[config.mk]
export PLATFORM = sky130hd
export DESIGN_NAME = joystick_frame_encoder
export DESIGN_NICKNAME = d
export VERILOG_FILES = /design/src/hw/rtl/jfe_pkg.sv /design/src/hw/rtl/joystick_frame_encoder.sv /design/src/hw/rtl/jfe_front.sv /design/src/hw/rtl/jfe_queue.sv /design/src/hw/rtl/jfe_back.sv
export VERILOG_INCLUDE_DIRS = /design/src /design/src/hw/rtl
export SDC_FILE = /design/constraint.sdc
export NUM_CORES = 1
export LEC_CHECK = 0
export ABC_CLOCK_PERIOD_IN_PS = 10300
export BUFFER_PORTS_ARGS = -buffer_cell sky130_fd_sc_hd__buf_4
export CORE_MARGIN = 5
export CORE_UTILIZATION = 58
export DETAILED_ROUTE_END_ITERATION = 10
export PLACE_DENSITY = 0.77
export SYNTH_ARGS = -nofsm -noshare
export SYNTH_HDL_FRONTEND = slang
export SYNTH_SLANG_ARGS = --single-unit
[constraint.sdc]
create_clock -name clk -period 10.3 [get_ports clk]
set_input_delay 1.03 -clock clk [delete_from_list [all_inputs] [get_ports clk]]
set_output_delay 1.03 -clock clk [all_outputs]
set_load 0.1 [all_outputs]
[src/hw/rtl/joystick_frame_encoder_defines.svh]
// Assertion macros shared by the joystick frame encoder RTL.
`ifndef JOYSTICK_FRAME_ENCODER_DEFINES_SVH
`define JOYSTICK_FRAME_ENCODER_DEFINES_SVH

// Same-cycle implication, checked on every clock edge out of reset.
`define JFE_ASSERT_SAME(label, ante, cons) \
  label: assert property (@(posedge clk) disable iff (!rst_n) (ante) |-> (cons)) \
    else $error("joystick frame encoder: same-cycle check failed");

// Next-cycle implication, checked on every clock edge out of reset.
`define JFE_ASSERT_NEXT(label, ante, cons) \
  label: assert property (@(posedge clk) disable iff (!rst_n) (ante) |=> (cons)) \
    else $error("joystick frame encoder: next-cycle check failed");

`endif

[src/hw/rtl/jfe_pkg.sv]
// Shared types, constants and helpers of the joystick frame encoder.
package jfe_pkg;

  // Switch positions
  localparam logic [1:0] SW_PARK   = 2'd0;
  localparam logic [1:0] SW_FWD    = 2'd1;
  localparam logic [1:0] SW_REV    = 2'd2;
  localparam logic [1:0] SW_UNUSED = 2'd3;

  // Direction codes sent in the frame
  localparam logic [1:0] DIR_FWD = 2'd2;
  localparam logic [1:0] DIR_REV = 2'd1;

  // Frame framing and fill bytes
  localparam logic [7:0] FRAME_MARK  = 8'hAA;
  localparam logic [7:0] SPD_HI_FILL = 8'h80;
  localparam logic [7:0] SPD_LO_FILL = 8'h01;

  // Speed axis thresholds
  localparam logic [7:0] Y_MID = 8'd130;
  localparam logic [7:0] Y_HI  = 8'd132;
  localparam logic [7:0] Y_LO  = 8'd128;

  // Scale factors: steering x*703/1000, speed *35, brake *19/10
  localparam logic [9:0]  STEER_NUM   = 10'd703;
  localparam logic [9:0]  STEER_DIV   = 10'd1000;
  localparam logic [10:0] STEER_RECIP = 11'd1048;  // floor(2^20/1000), under
  localparam logic [5:0]  SPD_GAIN    = 6'd35;
  localparam logic [4:0]  BRK_NUM     = 5'd19;
  localparam logic [3:0]  BRK_DIV     = 4'd10;
  localparam logic [7:0]  BRK_RECIP   = 8'd204;    // under 2^11/10

  // Payload queue
  localparam int QUEUE_DEPTH = 4;
  localparam int QPTR_W      = $clog2(QUEUE_DEPTH);

  // Byte positions inside a frame
  localparam logic [2:0] BYTE_HEAD   = 3'd0;
  localparam logic [2:0] BYTE_DIR    = 3'd1;
  localparam logic [2:0] BYTE_SPD_HI = 3'd2;
  localparam logic [2:0] BYTE_SPD_LO = 3'd3;
  localparam logic [2:0] BYTE_STEER  = 3'd4;
  localparam logic [2:0] BYTE_BRAKE  = 3'd5;
  localparam logic [2:0] BYTE_TAIL   = 3'd6;

  // Five payload bytes of one frame
  typedef struct packed {
    logic [7:0] dir;
    logic [7:0] spd_hi;
    logic [7:0] spd_lo;
    logic [7:0] steer;
    logic [7:0] brake;
  } pay_t;

  // A zero byte goes out as one
  function automatic logic [7:0] nonzero(input logic [7:0] b);
    logic [7:0] r;
    r = (b == 8'd0) ? 8'd1 : b;
    return r;
  endfunction

endpackage

[src/hw/rtl/joystick_frame_encoder.sv]
// Joystick frame encoder: one sample in, a seven-byte command frame out.
// The in_ channel takes one joystick sample per item; the out_ channel
// gives frame bytes, one per item, with tlast on the closing 0xAA byte.
// A sample passes three front stages (products, reciprocal quotients,
// correction and repeat check), then waits in a four-entry payload queue.
// A sample is registered in stage one and stage two, pushed into the queue,
// then loaded into the output register as the first frame byte.
// The serializer sends one byte per cycle while the receiver is ready;
// with the queue full, samples that send frames are taken only as frames
// leave it, while suppressed samples go through at one per cycle.
// When the receiver stalls, the output byte holds; the queue fills and
// then the front stops taking samples, while queued frames are kept.
// Reset clears the queue, the output register, the held direction
// (forward), the held brake (zero) and the last sent payload (zeros).
module joystick_frame_encoder (
  input  logic        clk,
  input  logic        rst_n,
  input  logic        in_tvalid,
  output logic        in_tready,
  input  logic [23:0] in_tdata,   // [7:0] x_sample, [15:8] y_sample, [17:16] switch_pos
  output logic        out_tvalid,
  input  logic        out_tready,
  output logic [7:0]  out_tdata,  // [7:0] tx_byte
  output logic        out_tlast   // frame_end
);

`include "joystick_frame_encoder_defines.svh"

  logic          q_push;
  logic          q_pop;
  logic          q_full;
  logic          q_empty;
  jfe_pkg::pay_t q_in;
  jfe_pkg::pay_t q_out;

  // Sample intake and payload build
  jfe_front u_front (
    .clk       (clk),
    .rst_n     (rst_n),
    .in_tvalid (in_tvalid),
    .in_tready (in_tready),
    .in_tdata  (in_tdata),
    .q_full    (q_full),
    .q_push    (q_push),
    .q_data    (q_in)
  );

  // Payload queue
  jfe_queue u_queue (
    .clk       (clk),
    .rst_n     (rst_n),
    .push      (q_push),
    .push_data (q_in),
    .pop       (q_pop),
    .pop_data  (q_out),
    .empty     (q_empty),
    .full      (q_full)
  );

  // Frame serializer
  jfe_back u_back (
    .clk        (clk),
    .rst_n      (rst_n),
    .q_data     (q_out),
    .q_empty    (q_empty),
    .q_pop      (q_pop),
    .out_tvalid (out_tvalid),
    .out_tready (out_tready),
    .out_tdata  (out_tdata),
    .out_tlast  (out_tlast)
  );

  // Checks
  `JFE_ASSERT_SAME(a_no_push_when_full, q_push, !q_full)
  `JFE_ASSERT_SAME(a_no_pop_when_empty, q_pop, !q_empty)
  `JFE_ASSERT_SAME(a_tail_is_mark, out_tvalid && out_tlast, out_tdata == jfe_pkg::FRAME_MARK)
  `JFE_ASSERT_SAME(a_byte_nonzero, out_tvalid, out_tdata != 8'd0)

endmodule

[src/hw/rtl/jfe_front.sv]
// Front end: accepts samples, computes payload bytes, drops repeated frames.
module jfe_front (
  input  logic          clk,
  input  logic          rst_n,
  input  logic          in_tvalid,
  output logic          in_tready,
  input  logic [23:0]   in_tdata,
  input  logic          q_full,
  output logic          q_push,
  output jfe_pkg::pay_t q_data
);

  // Sample fields
  logic [7:0] x_in;
  logic [7:0] y_in;
  logic [1:0] sw_in;
  assign x_in  = in_tdata[7:0];
  assign y_in  = in_tdata[15:8];
  assign sw_in = in_tdata[17:16];

  // Stage one: products and speed
  logic        park_in;
  logic        fill_in;
  logic [1:0]  dir_in;
  logic [6:0]  y_ofs;
  logic [12:0] spd_fwd;
  logic [12:0] spd_in;
  logic [7:0]  brk_ofs;
  logic [11:0] brk_prod_in;
  logic [17:0] steer_prod_in;

  assign park_in = (sw_in == jfe_pkg::SW_PARK) || (sw_in == jfe_pkg::SW_UNUSED);
  assign fill_in = park_in || ((y_in >= jfe_pkg::Y_LO) && (y_in <= jfe_pkg::Y_HI));
  assign dir_in  = (sw_in == jfe_pkg::SW_REV) ? jfe_pkg::DIR_REV : jfe_pkg::DIR_FWD;
  assign y_ofs   = 7'(y_in - jfe_pkg::Y_MID);
  assign spd_fwd = {6'd0, y_ofs} * {7'd0, jfe_pkg::SPD_GAIN};

  always_comb begin
    if (park_in || (y_in <= jfe_pkg::Y_HI)) begin
      spd_in = 13'd0;
    end else if (sw_in == jfe_pkg::SW_REV) begin
      spd_in = spd_fwd >> 2;
    end else begin
      spd_in = spd_fwd;
    end
  end

  assign brk_ofs       = (y_in <= jfe_pkg::Y_MID) ? 8'(jfe_pkg::Y_MID - y_in) : 8'd0;
  assign brk_prod_in   = {4'd0, brk_ofs} * {7'd0, jfe_pkg::BRK_NUM};
  assign steer_prod_in = {10'd0, x_in} * {8'd0, jfe_pkg::STEER_NUM};

  // Pipeline control
  logic adv;
  logic v1_r, v2_r;
  logic send;

  assign adv       = !(v2_r && send && q_full);
  assign in_tready = adv;

  logic        s1_park_r, s1_fill_r;
  logic [1:0]  s1_dir_r;
  logic [12:0] s1_spd_r;
  logic [11:0] s1_brk_r;
  logic [17:0] s1_steer_r;

  logic        s2_park_r, s2_fill_r;
  logic [1:0]  s2_dir_r;
  logic [12:0] s2_spd_r;
  logic [11:0] s2_brk_r;
  logic [17:0] s2_steer_r;
  logic [7:0]  s2_brk_q_r;
  logic [7:0]  s2_steer_q_r;

  // Stage two: reciprocal estimates of the quotients
  logic [27:0] steer_est;
  logic [18:0] brk_est;
  assign steer_est = {10'd0, s1_steer_r} * {17'd0, jfe_pkg::STEER_RECIP};
  assign brk_est   = {7'd0, s1_brk_r} * {11'd0, jfe_pkg::BRK_RECIP};

  // Advance valid bits
  always_ff @(posedge clk) begin
    if (!rst_n) begin
      v1_r <= 1'b0;
      v2_r <= 1'b0;
    end else if (adv) begin
      v1_r <= in_tvalid;
      v2_r <= v1_r;
    end
  end

  // Advance stage data
  always_ff @(posedge clk) begin
    if (adv) begin
      s1_park_r    <= park_in;
      s1_fill_r    <= fill_in;
      s1_dir_r     <= dir_in;
      s1_spd_r     <= spd_in;
      s1_brk_r     <= brk_prod_in;
      s1_steer_r   <= steer_prod_in;
      s2_park_r    <= s1_park_r;
      s2_fill_r    <= s1_fill_r;
      s2_dir_r     <= s1_dir_r;
      s2_spd_r     <= s1_spd_r;
      s2_brk_r     <= s1_brk_r;
      s2_steer_r   <= s1_steer_r;
      s2_brk_q_r   <= brk_est[18:11];
      s2_steer_q_r <= steer_est[27:20];
    end
  end

  // Stage three: correct the quotients by one where needed
  logic [17:0] steer_rem;
  logic [11:0] brk_rem;
  logic [7:0]  steer_c;
  logic [7:0]  brk_c;
  assign steer_rem = s2_steer_r - ({10'd0, s2_steer_q_r} * {8'd0, jfe_pkg::STEER_DIV});
  assign brk_rem   = s2_brk_r - ({4'd0, s2_brk_q_r} * {8'd0, jfe_pkg::BRK_DIV});
  assign steer_c   = (steer_rem >= {8'd0, jfe_pkg::STEER_DIV}) ? 8'(s2_steer_q_r + 8'd1)
                                                              : s2_steer_q_r;
  assign brk_c     = (brk_rem >= {8'd0, jfe_pkg::BRK_DIV}) ? 8'(s2_brk_q_r + 8'd1)
                                                          : s2_brk_q_r;

  // Held state and last sent payload
  logic [1:0]    held_dir_r;
  logic [7:0]    held_brake_r;
  jfe_pkg::pay_t last_r;

  logic [1:0]    eff_dir;
  logic [7:0]    eff_brake;
  logic [7:0]    spd_hi_raw;
  jfe_pkg::pay_t pay;

  assign eff_dir    = s2_park_r ? held_dir_r : s2_dir_r;
  assign eff_brake  = s2_park_r ? held_brake_r : brk_c;
  assign spd_hi_raw = {3'd0, s2_spd_r[12:8]};

  // Build the payload
  always_comb begin
    pay.dir    = jfe_pkg::nonzero({6'd0, eff_dir});
    pay.steer  = jfe_pkg::nonzero(steer_c);
    pay.brake  = jfe_pkg::nonzero(eff_brake);
    if (s2_fill_r) begin
      pay.spd_hi = jfe_pkg::SPD_HI_FILL;
      pay.spd_lo = jfe_pkg::SPD_LO_FILL;
    end else begin
      pay.spd_hi = (spd_hi_raw == 8'd0) ? jfe_pkg::SPD_HI_FILL : spd_hi_raw;
      pay.spd_lo = jfe_pkg::nonzero(s2_spd_r[7:0]);
    end
  end

  assign send   = s2_park_r || (pay != last_r);
  assign q_push = v2_r && send && !q_full;
  assign q_data = pay;

  // Update held state and remember the sent payload
  always_ff @(posedge clk) begin
    if (!rst_n) begin
      held_dir_r   <= jfe_pkg::DIR_FWD;
      held_brake_r <= 8'd0;
      last_r       <= '0;
    end else if (v2_r && adv) begin
      if (!s2_park_r) begin
        held_dir_r   <= s2_dir_r;
        held_brake_r <= brk_c;
      end
      if (send) begin
        last_r <= pay;
      end
    end
  end

endmodule

[src/hw/rtl/jfe_queue.sv]
// Short payload queue between the front end and the byte serializer.
module jfe_queue (
  input  logic          clk,
  input  logic          rst_n,
  input  logic          push,
  input  jfe_pkg::pay_t push_data,
  input  logic          pop,
  output jfe_pkg::pay_t pop_data,
  output logic          empty,
  output logic          full
);

  localparam int CNT_W = $clog2(jfe_pkg::QUEUE_DEPTH + 1);

  jfe_pkg::pay_t                 slot_r [jfe_pkg::QUEUE_DEPTH];
  logic [jfe_pkg::QPTR_W-1:0]    wr_ptr_r, rd_ptr_r;
  logic [CNT_W-1:0]              count_r;

  assign empty    = (count_r == '0);
  assign full     = (count_r == CNT_W'(jfe_pkg::QUEUE_DEPTH));
  assign pop_data = slot_r[rd_ptr_r];

  // Store pushed payloads
  always_ff @(posedge clk) begin
    if (push) begin
      slot_r[wr_ptr_r] <= push_data;
    end
  end

  // Advance pointers and fill count
  always_ff @(posedge clk) begin
    if (!rst_n) begin
      wr_ptr_r <= '0;
      rd_ptr_r <= '0;
      count_r  <= '0;
    end else begin
      if (push) begin
        wr_ptr_r <= wr_ptr_r + jfe_pkg::QPTR_W'(1);
      end
      if (pop) begin
        rd_ptr_r <= rd_ptr_r + jfe_pkg::QPTR_W'(1);
      end
      if (push && !pop) begin
        count_r <= count_r + CNT_W'(1);
      end else if (pop && !push) begin
        count_r <= count_r - CNT_W'(1);
      end
    end
  end

endmodule

[src/hw/rtl/jfe_back.sv]
// Back end: sends each queued payload as a seven-byte frame.
module jfe_back (
  input  logic          clk,
  input  logic          rst_n,
  input  jfe_pkg::pay_t q_data,
  input  logic          q_empty,
  output logic          q_pop,
  output logic          out_tvalid,
  input  logic          out_tready,
  output logic [7:0]    out_tdata,
  output logic          out_tlast
);

  logic [2:0] idx_r;
  logic       valid_r;
  logic [7:0] byte_r;
  logic       last_r;
  logic       load;
  logic [7:0] byte_sel;

  assign load       = !valid_r || out_tready;
  assign q_pop      = load && !q_empty && (idx_r == jfe_pkg::BYTE_TAIL);
  assign out_tvalid = valid_r;
  assign out_tdata  = byte_r;
  assign out_tlast  = last_r;

  // Pick the frame byte at the current position
  always_comb begin
    case (idx_r)
      jfe_pkg::BYTE_HEAD:   byte_sel = jfe_pkg::FRAME_MARK;
      jfe_pkg::BYTE_DIR:    byte_sel = q_data.dir;
      jfe_pkg::BYTE_SPD_HI: byte_sel = q_data.spd_hi;
      jfe_pkg::BYTE_SPD_LO: byte_sel = q_data.spd_lo;
      jfe_pkg::BYTE_STEER:  byte_sel = q_data.steer;
      jfe_pkg::BYTE_BRAKE:  byte_sel = q_data.brake;
      jfe_pkg::BYTE_TAIL:   byte_sel = jfe_pkg::FRAME_MARK;
      default:              byte_sel = jfe_pkg::FRAME_MARK;
    endcase
  end

  // Load the output register and step through the frame
  always_ff @(posedge clk) begin
    if (!rst_n) begin
      valid_r <= 1'b0;
      idx_r   <= jfe_pkg::BYTE_HEAD;
    end else if (load) begin
      valid_r <= !q_empty;
      if (!q_empty) begin
        idx_r <= (idx_r == jfe_pkg::BYTE_TAIL) ? jfe_pkg::BYTE_HEAD : 3'(idx_r + 3'd1);
      end
    end
  end

  // Output payload
  always_ff @(posedge clk) begin
    if (load) begin
      byte_r <= byte_sel;
      last_r <= (idx_r == jfe_pkg::BYTE_TAIL);
    end
  end

endmodule
== Word-level counts from Yosys, hierarchy flattened ==
Memory sizes are Yosys's and may differ from the RTL's. A register that Yosys moved wholly into a read port is not among the register bits.
Cells that the tools add are included.

* Bitwise operators: 1
* Order comparisons: 5
* Equal/unequal tests: 10
* Reductions and logical operators: 31
* $add $sub $neg: 11
* Muxes and demuxes: 21
* $mul: 7

{| class="wikitable"
|+ Operator list
! operator !! count
|-
| 8-bit two-way mux || 8
|-
| 40-bit inequality test || 1
|-
| 8-bit case mux with 5 select lines || 1
|-
| 8-bit logical NOT || 4
|-
| 18-bit by 8-bit multiplier with 25-bit output (second input constant) || 1
|-
| 18-bit by 10-bit greater-or-equal comparator with 1-bit output (second input constant) || 1
|-
| 8-bit by 10-bit multiplier with 18-bit output (second input constant) || 1
|-
| 18-bit subtractor || 1
|-
| 12-bit by 6-bit multiplier with 17-bit output (second input constant) || 1
|-
| 8-bit by 1-bit adder with 8-bit output (second input constant) || 2
|-
| 8-bit less-or-equal comparator (second input constant) || 2
|-
| 16-bit two-way mux || 1
|-
| 8-bit by 7-bit multiplier with 15-bit output (second input constant) || 1
|-
| 7-bit by 6-bit multiplier with 13-bit output (second input constant) || 1
|-
| 3-bit equality test (second input constant) || 4
|-
| 12-bit by 4-bit greater-or-equal comparator with 1-bit output (second input constant) || 1
|-
| 8-bit by 5-bit multiplier with 12-bit output (second input constant) || 1
|-
| 12-bit subtractor || 1
|-
| 8-bit by 3-bit multiplier with 11-bit output (second input constant) || 1
|-
| 11-bit two-way mux || 1
|-
| 2-bit two-way mux || 5
|-
| 1-bit logical AND || 9
|-
| 3-bit two-way mux || 3
|-
| 8-bit greater-or-equal comparator (second input constant) || 1
|-
| other kinds (17) || 33
|}

* Memory bits (writable): 136
* Flip-flop bits (word level): 182
* Memories: 1

{| class="wikitable"
|+ Memories
! name !! words !! width !! rd ports !! clocked after memory_dff !! wr ports !! RTL line !! text
|-
| u_queue.slot_r || 4 || 34 || 1 || 1 || 1 || jfe_queue.sv:15 || <nowiki>jfe_pkg::pay_t slot_r [jfe_pkg::QUEUE_DEPTH];</nowiki>
|}

== Logic depth before layout (Yosys ltp) ==
Gate-level depths: netlist (run 1).

* Word-level depth: 15
* Depth in mapped cells: 38

== Cells and area by module ==
From an unflattened synthesis (run 1), not the netlist that was laid out.

* Cells, all modules: 1,977
* Area, all modules: 22,691.8 µm²

{| class="wikitable"
|+ Modules (own cells, without submodules)
! module !! times used !! sequential area each (µm²) !! cells an instance !! area an instance (µm²)
|-
| jfe_front || 1 || 4,063.9 || 1,644 || 15,622.5
|-
| jfe_queue || 1 || 4,984.8 || 252 || 6,262.3
|-
| jfe_back || 1 || 350.3 || 81 || 807.0
|}

== Least setup slack after synthesis (run 1) ==
Ideal clock, no wire load.

* Kind: register to output
* Start: reg u_front.s2_steer_q_r[2]
* End: out in_tready
* Buffers on the path: 1
* Setup slack: -645 ps
* Arrival time: 9,915 ps
* Required time: 9,270 ps
* Cell stages (with the launch flop): 28
* Path through: edfxtp_1 > clkbuf_1 > inv_1 > fa_1 > fa_1 > fa_1 > fa_1 > inv_1 > ha_1 > o21ai_0 > nand2_1 > o311a_1 > a311o_1 > xnor2_1 > ha_1 > and3_1 > a2111oi_0 > nor2_1 > o21ai_1 > xnor2_1 > xnor2_1 > a31oi_2 > xnor2_2 > o41ai_4 > xor2_1 > or4_1 > and3_1 > inv_1

{| class="wikitable"
|+ RTL lines
! element !! RTL line !! text
|-
| start, declared || jfe_front.sv:72 || <nowiki>logic [7:0] s2_steer_q_r;</nowiki>
|-
| start signal, assigned || jfe_front.sv:107 || <nowiki>s2_steer_q_r <= steer_est[27:20];</nowiki>
|-
| end, declared || joystick_frame_encoder.sv:19 || <nowiki>output logic in_tready,</nowiki>
|}

== Worst setup path in the final report (run 1) ==
* Start: reg u_front.s2_steer_q_r[0]
* End: out in_tready

* Cells in the longest elaborated chain, start to end: 11
* Elaborated cells between the ends (all ways): 12
* Classes of those cells: add/sub (2); mul (1); order compare (1); eq/ne (1); mux (2); reduce/logical (5)

{| class="wikitable"
|+ RTL lines
! element !! RTL line !! text
|-
| 8-bit by 7-bit multiplier with 15-bit output || jfe_front.sv:116 || <nowiki>assign steer_rem = s2_steer_r - ({10'd0, s2_steer_q_r} * {8'd0, jfe_pkg::STEER_DIV});</nowiki>
|-
| 18-bit subtractor || jfe_front.sv:116 ||
|-
| 18-bit by 10-bit greater-or-equal comparator with 1-bit output || jfe_front.sv:118 || <nowiki>assign steer_c = (steer_rem >= {8'd0, jfe_pkg::STEER_DIV}) ? 8'(s2_steer_q_r + 8'd1)</nowiki>
|-
| 8-bit two-way mux * || jfe_front.sv:118 ||
|-
| 8-bit logical NOT || jfe_pkg.sv:58 || <nowiki>r = (b == 8'd0) ? 8'd1 : b;</nowiki>
|-
| 8-bit two-way mux * || jfe_pkg.sv:58 ||
|-
| 40-bit inequality test * || jfe_front.sv:151 || <nowiki>assign send = s2_park_r || (pay != last_r);</nowiki>
|-
| 1-bit logical OR * || jfe_front.sv:151 ||
|-
| 1-bit logical AND * (2 in series) || jfe_front.sv:57 || <nowiki>assign adv = !(v2_r && send && q_full);</nowiki>
|-
| 1-bit logical NOT * || jfe_front.sv:57 ||
|}

Every way passes the cells marked *; elsewhere a longest branch is shown, timed or not.

==> metrics list, run 1 <==
* Post-Syn Instances: between 1500 and 2000
- Vias in the first global route: 14300
- The clock arrives with 0.0299 ns of skew.
- Synthesized Nets: 2237
- Post-synth EDFFs: 243
* Remaining DRCs: 0
- The later pin in the worst-skew pair is clocked with a latency of 0.58 ns.
- CP Capture Type: output pin
- The HPWL after detailed placement is 30.3 mm.
- Timing would allow up to between 100 and 150 MHz.
- Yosys printed 0 warnings.
- Yosys cell types: 91
- Total grt overflow: 0
* Most used cells in the layout excluding fill and tap cells: 256 x sky130_fd_sc_hd__inv_1, 255 x sky130_fd_sc_hd__ha_1, 243 x sky130_fd_sc_hd__edfxtp_1
- After detailed routing, the number of vias per cell comes to 5.80.
- Cells fill 63.9% of the core in the end.
- For this block, the routed nets add up to around 41 mm of wire.
* Number of max-capacitance violations reported: 0
- Syn avg cell area: approximately 11 µm²
- Of all flip-flops after synthesis, the portion carrying an async set or reset was 0%.
* Chip Height: 199 µm
* Leading cell type in the layout, fill and taps excluded: sky130_fd_sc_hd__inv_1
* Final max-slew violation count: 0
- Routed len/inst: 17.2 µm
- Post-synth design cell area: just over 0.02 mm²
* Max Fanout on Critical Path: 8
- The area growth from synthesis to layout is 9.15%.
* Nets: 2274
- The run finished with clean final reports.
- The final number of hold-violating endpoints is 0.
- Via Count: 13900
- STA puts the critical path data required time at 9.27 ns.
- Master of the slowest instance on the critical path: sky130_fd_sc_hd__fa_1
- In this run, synthesis produced a sequential element count of 300.
- Max Buffers Root-to-Sink: 3
- Worst-case hold slack: 0.423 ns
* Slew at the pin with the worst max-slew slack: 1.01 ns
* Clock tree from TritonCTS: done
* RD Place Congestion: 0.867
- The critical path contains buffers and inverters numbering 7 combined.
* Number of antenna violations at the first check in global routing: 0
- Dominant cell type by area after synthesis: sky130_fd_sc_hd__edfxtp_1
- The clock drives 300 sinks.
- Arrival time worst endpoint: 8.91 ns
- Horizontal die dimension: around 200 µm
- STA classifies the critical path startpoint as a flip-flop.
* Crit-path leading delay family: adder cells
- By area the synthesized netlist is led by sky130_fd_sc_hd__edfxtp_1 35%, sky130_fd_sc_hd__ha_1 15%, sky130_fd_sc_hd__fa_1 8.2%, sky130_fd_sc_hd__dfxtp_1 5.5%, sky130_fd_sc_hd__inv_1 4.6%.
- Worst rel slew slack: about a third
- Count of endpoints failing setup in the final report: 0
* Fraction of layout cells with a size suffix above 1: 8.55%
- Cell type with the highest occurrence count on the critical path: sky130_fd_sc_hd__buf_4
- Area share of the largest cell type after synthesis: 35.1%
- Pre-CTS setup slack: 0.562 ns
- Post-synth top flop: sky130_fd_sc_hd__edfxtp_1
* Detail Route Antenna Nets: 0
* Clock buffers created by TritonCTS: 31
- Port Buffer Count: 32
- CTS Hold Buffers Added: 0
- The smallest clock period supported by the final layout is computed as 9.94 ns.
- Area of the die: 0.0397 mm²
* Core footprint: 0.0355 mm²
* Biggest cell delay along the critical path: 0.65 ns
- Number of antenna repair diodes: 0
* Period utilisation layout: 96.5%
* Number of standard-cell rows in the floorplan: 69
- The first detailed-routing pass ran for 5 iterations.
- Final setup margin: roughly 0.36 ns
- Entering global routing, the biggest net connects 107 pins.
* Critical path class: flip-flop to output pin
* Global-route wire length before repair: around 70 mm
- Number of ports placed on the die boundary: 39
- The initial utilization of the core area, before any placement, comes to 58.5%.
- Global routing consumed, over all layers together, between 20% and 30% of the routing resources.
- Clock tree root buffer cell: sky130_fd_sc_hd__clkbuf_16
- After the first detailed-routing iteration, the DRC count stood at 954.
- Sequential fraction of the synthesis area: 40.6%
- In this run the number of H-tree levels came out at 1.
- Clk pin slew, worst setup/hold paths: ~0.06 ns
- Worst Hold Class: flip-flop to flip-flop
-- cell usage after synthesis (all sizes together), types with 14 or more instances --
| library cell | number |
|---|---|
| inv | 258 |
| ha | 255 |
| edfxtp | 243 |
| nor2 | 119 |
| a21oi | 108 |
| nand2 | 95 |
| fa | 85 |
| o21ai | 76 |
| xnor2 | 69 |
| dfxtp | 57 |
| nor3 | 42 |
| xor2 | 41 |
| clkbuf | 40 |
| mux2i | 32 |
| mux4 | 32 |
| nand3 | 32 |
| a21o | 26 |
| nor2b | 26 |
| a211oi | 19 |
| and3 | 17 |
| o21a | 14 |
-- layer usage --
metal,track usage [%],share of wire [%],vias up
met5,0,0,-
met4,6.13,2.6,0
met3,2.55,4.3,86
met2,37.3,49,288
met1,28.0,44,6766
li1,-,-,6731
-- what timing repair did --
item | 4_1_cts | 5_1_grt
endpoints found under the setup margin | 1 | 1
pin swaps | 0 | 3
gates resized for setup | 1 | 1
setup buffers | 0 | 13
endpoints found under the hold margin | 0 | 0
-- sequential cells by signal, indices dropped and copies added, names as in the netlist, 2 cells and up, named ones only --
signal,count
u_front.held_dir_r,2
u_back.out_tdata,8
u_queue.slot_r,128
u_front.s2_steer_q_r,8
u_front.s2_spd_r,13
u_front.held_brake_r,8
u_front.s1_spd_r,13
u_queue.rd_ptr_r,2
u_front.s2_brk_q_r,8
u_front.last_r,32
u_queue.count_r,3
u_front.s1_steer_r,18
u_front.s2_steer_r,15
u_front.s1_dir_r,2
u_front.s1_brk_r,12
u_front.s2_dir_r,2
u_front.s2_brk_r,11
u_queue.wr_ptr_r,2
u_back.idx_r,3
-- stage by stage --
stage	cells	cell area [µm²]	TNS, ns
5_1_grt	2391	22700	-0.0457
6_report	2391	22700	0
2_1_floorplan	1869	20800	0
3_5_place_dp	2321	21500	0
4_1_cts	2378	22600	0
3_3_place_gp	2321	21500	0
-- layout make-up --
| cell class | instances | area [µm²] |
|---|---|---|
| clock buffers | 43 | 957 |
| clock inverters | 14 | 133 |
| fillers | 2627 | 12800 |
| inverters | 259 | 976 |
| multi-input cells | 1257 | 11200 |
| flip-flops and latches | 300 | 8440 |
| well taps | 461 | 577 |
| repair buffers | 57 | 440 |
-- final timing paths --
kind,startpoint,end,slack [ns],cells past startpoint
setup reg to reg,u_front.s2_steer_q_r[0],u_front.s2_steer_r[11],1.41,32
setup / recovery,u_front.s2_steer_q_r[0],in_tready,0.36,32
hold reg to reg,u_front.s1_spd_r[0],u_front.s2_spd_r[0],0.42,0
hold / removal,u_front.s1_spd_r[0],u_front.s2_spd_r[0],0.42,0
-- cells by family (layout without fill, tap and decap cells) --
group	after synthesis	after routing	share of synthesized area (%)
adder cells (fa/ha/maj)	340	340	23.5
multiplexers	65	65	5.07
AO/OA/AOI/OAI	352	352	11.2
XOR/XNOR	110	110	4.67
buffers and inverters	312	373	5.76
AND/OR/NAND/NOR	390	390	9.17
flip-flops	300	300	40.6
Power of run 1 is left out: the tool's default activity adds up to more than one toggle a clock period on the data nets, which glitch-free logic cannot reach.
==> run 2, diff against run 1 <==
--- a/config.mk
+++ b/config.mk
@@ -6,12 +6,12 @@
 export SDC_FILE = /design/constraint.sdc
 export NUM_CORES = 1
 export LEC_CHECK = 0
-export ABC_CLOCK_PERIOD_IN_PS = 10300
+export ABC_CLOCK_PERIOD_IN_PS = 9690
 export BUFFER_PORTS_ARGS = -buffer_cell sky130_fd_sc_hd__buf_4
 export CORE_MARGIN = 5
-export CORE_UTILIZATION = 58
+export CORE_UTILIZATION = 64
 export DETAILED_ROUTE_END_ITERATION = 10
-export PLACE_DENSITY = 0.77
+export PLACE_DENSITY = 0.81
 export SYNTH_ARGS = -nofsm -noshare
 export SYNTH_HDL_FRONTEND = slang
 export SYNTH_SLANG_ARGS = --single-unit
==> constraint.sdc (replaced) <==
create_clock -name clk -period 9.69 [get_ports clk]
set_input_delay 0.969 -clock clk [delete_from_list [all_inputs] [get_ports clk]]
set_output_delay 0.969 -clock clk [all_outputs]
set_load 0.1 [all_outputs]
==> metrics list, run 2 (same netlist as run 1, synthesis figures left out) <==
- The run finished with clean final reports.
- The register with the most flip-flops in the layout has approximately 130 of them.
- Clock tree root buffer cell: sky130_fd_sc_hd__clkbuf_16
- The final layout contains routed wiring with a total length of 42.0 mm.
* Nets: 2275
- RD Place Congestion: approximately 0.9
- The via count of the first global-routing pass was 14300.
* Arrival time worst endpoint: 8.49 ns
* Worst rel slew slack: 13.7%
* Period utilisation layout: 97.6%
- Leaving out fill and tap cells, the most frequent cell in the layout is sky130_fd_sc_hd__inv_1.
* Via Count: between 10000 and 15000
- The area growth from synthesis to layout is 9.55%.
* Area of the die: 0.0362 mm²
- In this run, the number of DRC markers left after iteration 0 of detailed routing was approximately 990.
* Master of the slowest instance on the critical path: sky130_fd_sc_hd__fa_2
* Chip Height: 190 µm
- Fill cell count: approximately 2200
- Effective utilization at floorplan: 64.3%
* Worst Hold Class: flip-flop to flip-flop
* Critical path data required time: 8.72 ns
* Final max-slew violation count: 0
* Number of sinks on the clock net: 300
* Horizontal die dimension: between 150 and 200 µm
* Total grt overflow: 0
- For the pin with the worst max-slew slack, the measured transition is 1.27 ns.
- Final Hold Viols: 0
- Achievable clock frequency: 106 MHz
- Detailed placement ended at an HPWL of 30.6 mm.
- Using the TritonRoute via totals, the vias-per-cell ratio works out to between 5 and 6.
- Number of ports placed on the die boundary: 39
- The initial antenna violation count came to 0.
- The worst setup path is captured at an output pin.
* Global-route wire length before repair: about 70 mm
- Global routing used 23.6% of the available tracks across all layers.
- Critical path class: flip-flop to output pin
* Core footprint: 0.0323 mm²
* Routed len/inst: 17.7 µm
* Reg with most FFs: u_queue.slot_r
- In the layout the commonest cells are 255 x sky130_fd_sc_hd__inv_1, 252 x sky130_fd_sc_hd__ha_1, 243 x sky130_fd_sc_hd__edfxtp_1.
* Biggest cell delay along the critical path: 0.62 ns
- In the routed design, unresolved DRC markers number 0.
- Max-cap violations in this run came to 0.
- Detailed-router iteration count before antenna repair: 5
* Clk pin slew, worst setup/hold paths: 0.06 ns
* Number of standard-cell rows in the floorplan: between 60 and 70
- Maximum clock skew at final layout: 0.0303 ns
- Setup violations remaining at the end of the flow were counted as 0.
* Number of antenna repair diodes: 0
- Setup total negative slack on the finished layout was measured at 0 ns.
- No sink is reached through more buffers than the 3 on the longest clock path.
- TritonCTS built the clock tree.
* Port Buffer Count: 32
- Of all nets on the critical path, the largest fanout is 8.
- Hold repair after CTS inserted 0 buffers.
- Source-to-sink clock delay at the later pin of the worst-skew pair: 0.58 ns
- Of the cells placed in the final design, the portion with a size suffix greater than 1 is 9.32%.
- Registers with the highest flip-flop counts: u_queue.slot_r: 128 flops, u_front.last_r: 32 flops, u_front.s1_steer_r: 18 flops
- Entering global routing, the biggest net connects 107 pins.
- H-tree Lvls: 1
- The worst setup path is launched from a flip-flop.
- TritonCTS created 31 clock buffers.
* Detail Route Antenna Nets: 0
* Min Tclk post-route: about 9.5 ns
run 2: changes by cell type in the layout (fill, tap and decap cells not counted), moves of 3 or more:
cell	delta
sky130_fd_sc_hd__clkinvlp_4	+7
sky130_fd_sc_hd__clkbuf_16	-5
sky130_fd_sc_hd__bufinv_16	+4
sky130_fd_sc_hd__ha_1	-3
sky130_fd_sc_hd__ha_2	+3
run 2: timing repair:
| item | CTS | global route |
|---|---|---|
| pin swaps | 3 | 1 |
| setup buffers | 5 | 4 |
| endpoints found under the setup margin | 1 | 1 |
| resized for setup | 4 | 17 |
run 2: stage by stage:
| step | cells | hold slack (ns) | instance area, µm² | setup WS [ns] | util, % |
|---|---|---|---|---|---|
| floorplan | 1869 | 0.400 | 20800 | 0.0674 | - |
| global placement | 2307 | 0.402 | 21500 | 0.338 | 66.6 |
| detailed placement | 2307 | 0.405 | 21500 | 0.142 | 66.6 |
| CTS | 2370 | 0.410 | 22700 | 0.0470 | 70.2 |
| global route | 2374 | 0.428 | 22800 | -0.0614 | 70.5 |
| finish | 2374 | 0.414 | 22800 | 0.230 | 70.5 |
run 2: layout make-up:
cell class | instances | area (µm²) | share of cell area, %
clock buffers | 35 | 811 | 3.56
clock inverters | 23 | 290 | 1.28
inverters | 259 | 976 | 4.29
multi-input cells | 1257 | 11200 | 49.3
flip-flops and latches | 300 | 8440 | 37.1
well taps | 442 | 553 | 2.43
repair buffers | 58 | 460 | 2.02
run 2: metal layers:
layer	GRT usage [%]	vias up	share of wire, %
met5	0	-	0
met4	6.24	0	2.7
met3	2.24	81	4.9
met2	41.4	390	50
met1	31.7	6812	43
li1	-	6710	-
run 2: critical path, delay by kind of cell, from the launching register on:
kind,cells,cell delay [ns]
buffers and inverters,6,0.74
adders and majority gates,6,2.58
and+or+nand+nor,3,0.96
DFF,1,0.50
AOI/OAI and AO/OA,13,2.70
xor gates and xnor gates,3,0.46
run 2: path summary, 6_finish.rpt:
kind                                         endpoint               startpoint  slack [ns]  cells past startpoint
worst min register to register    u_front.s2_spd_r[8]      u_front.s1_spd_r[8]        0.41                      0
worst max-delay path                        in_tready  u_front.s2_steer_q_r[1]        0.23                     31
worst max register to register  u_front.s2_steer_r[3]  u_front.s2_steer_q_r[1]        1.11                     31
worst min-delay path              u_front.s2_spd_r[8]      u_front.s1_spd_r[8]        0.41                      0
Power of run 2 is left out for the same reason.
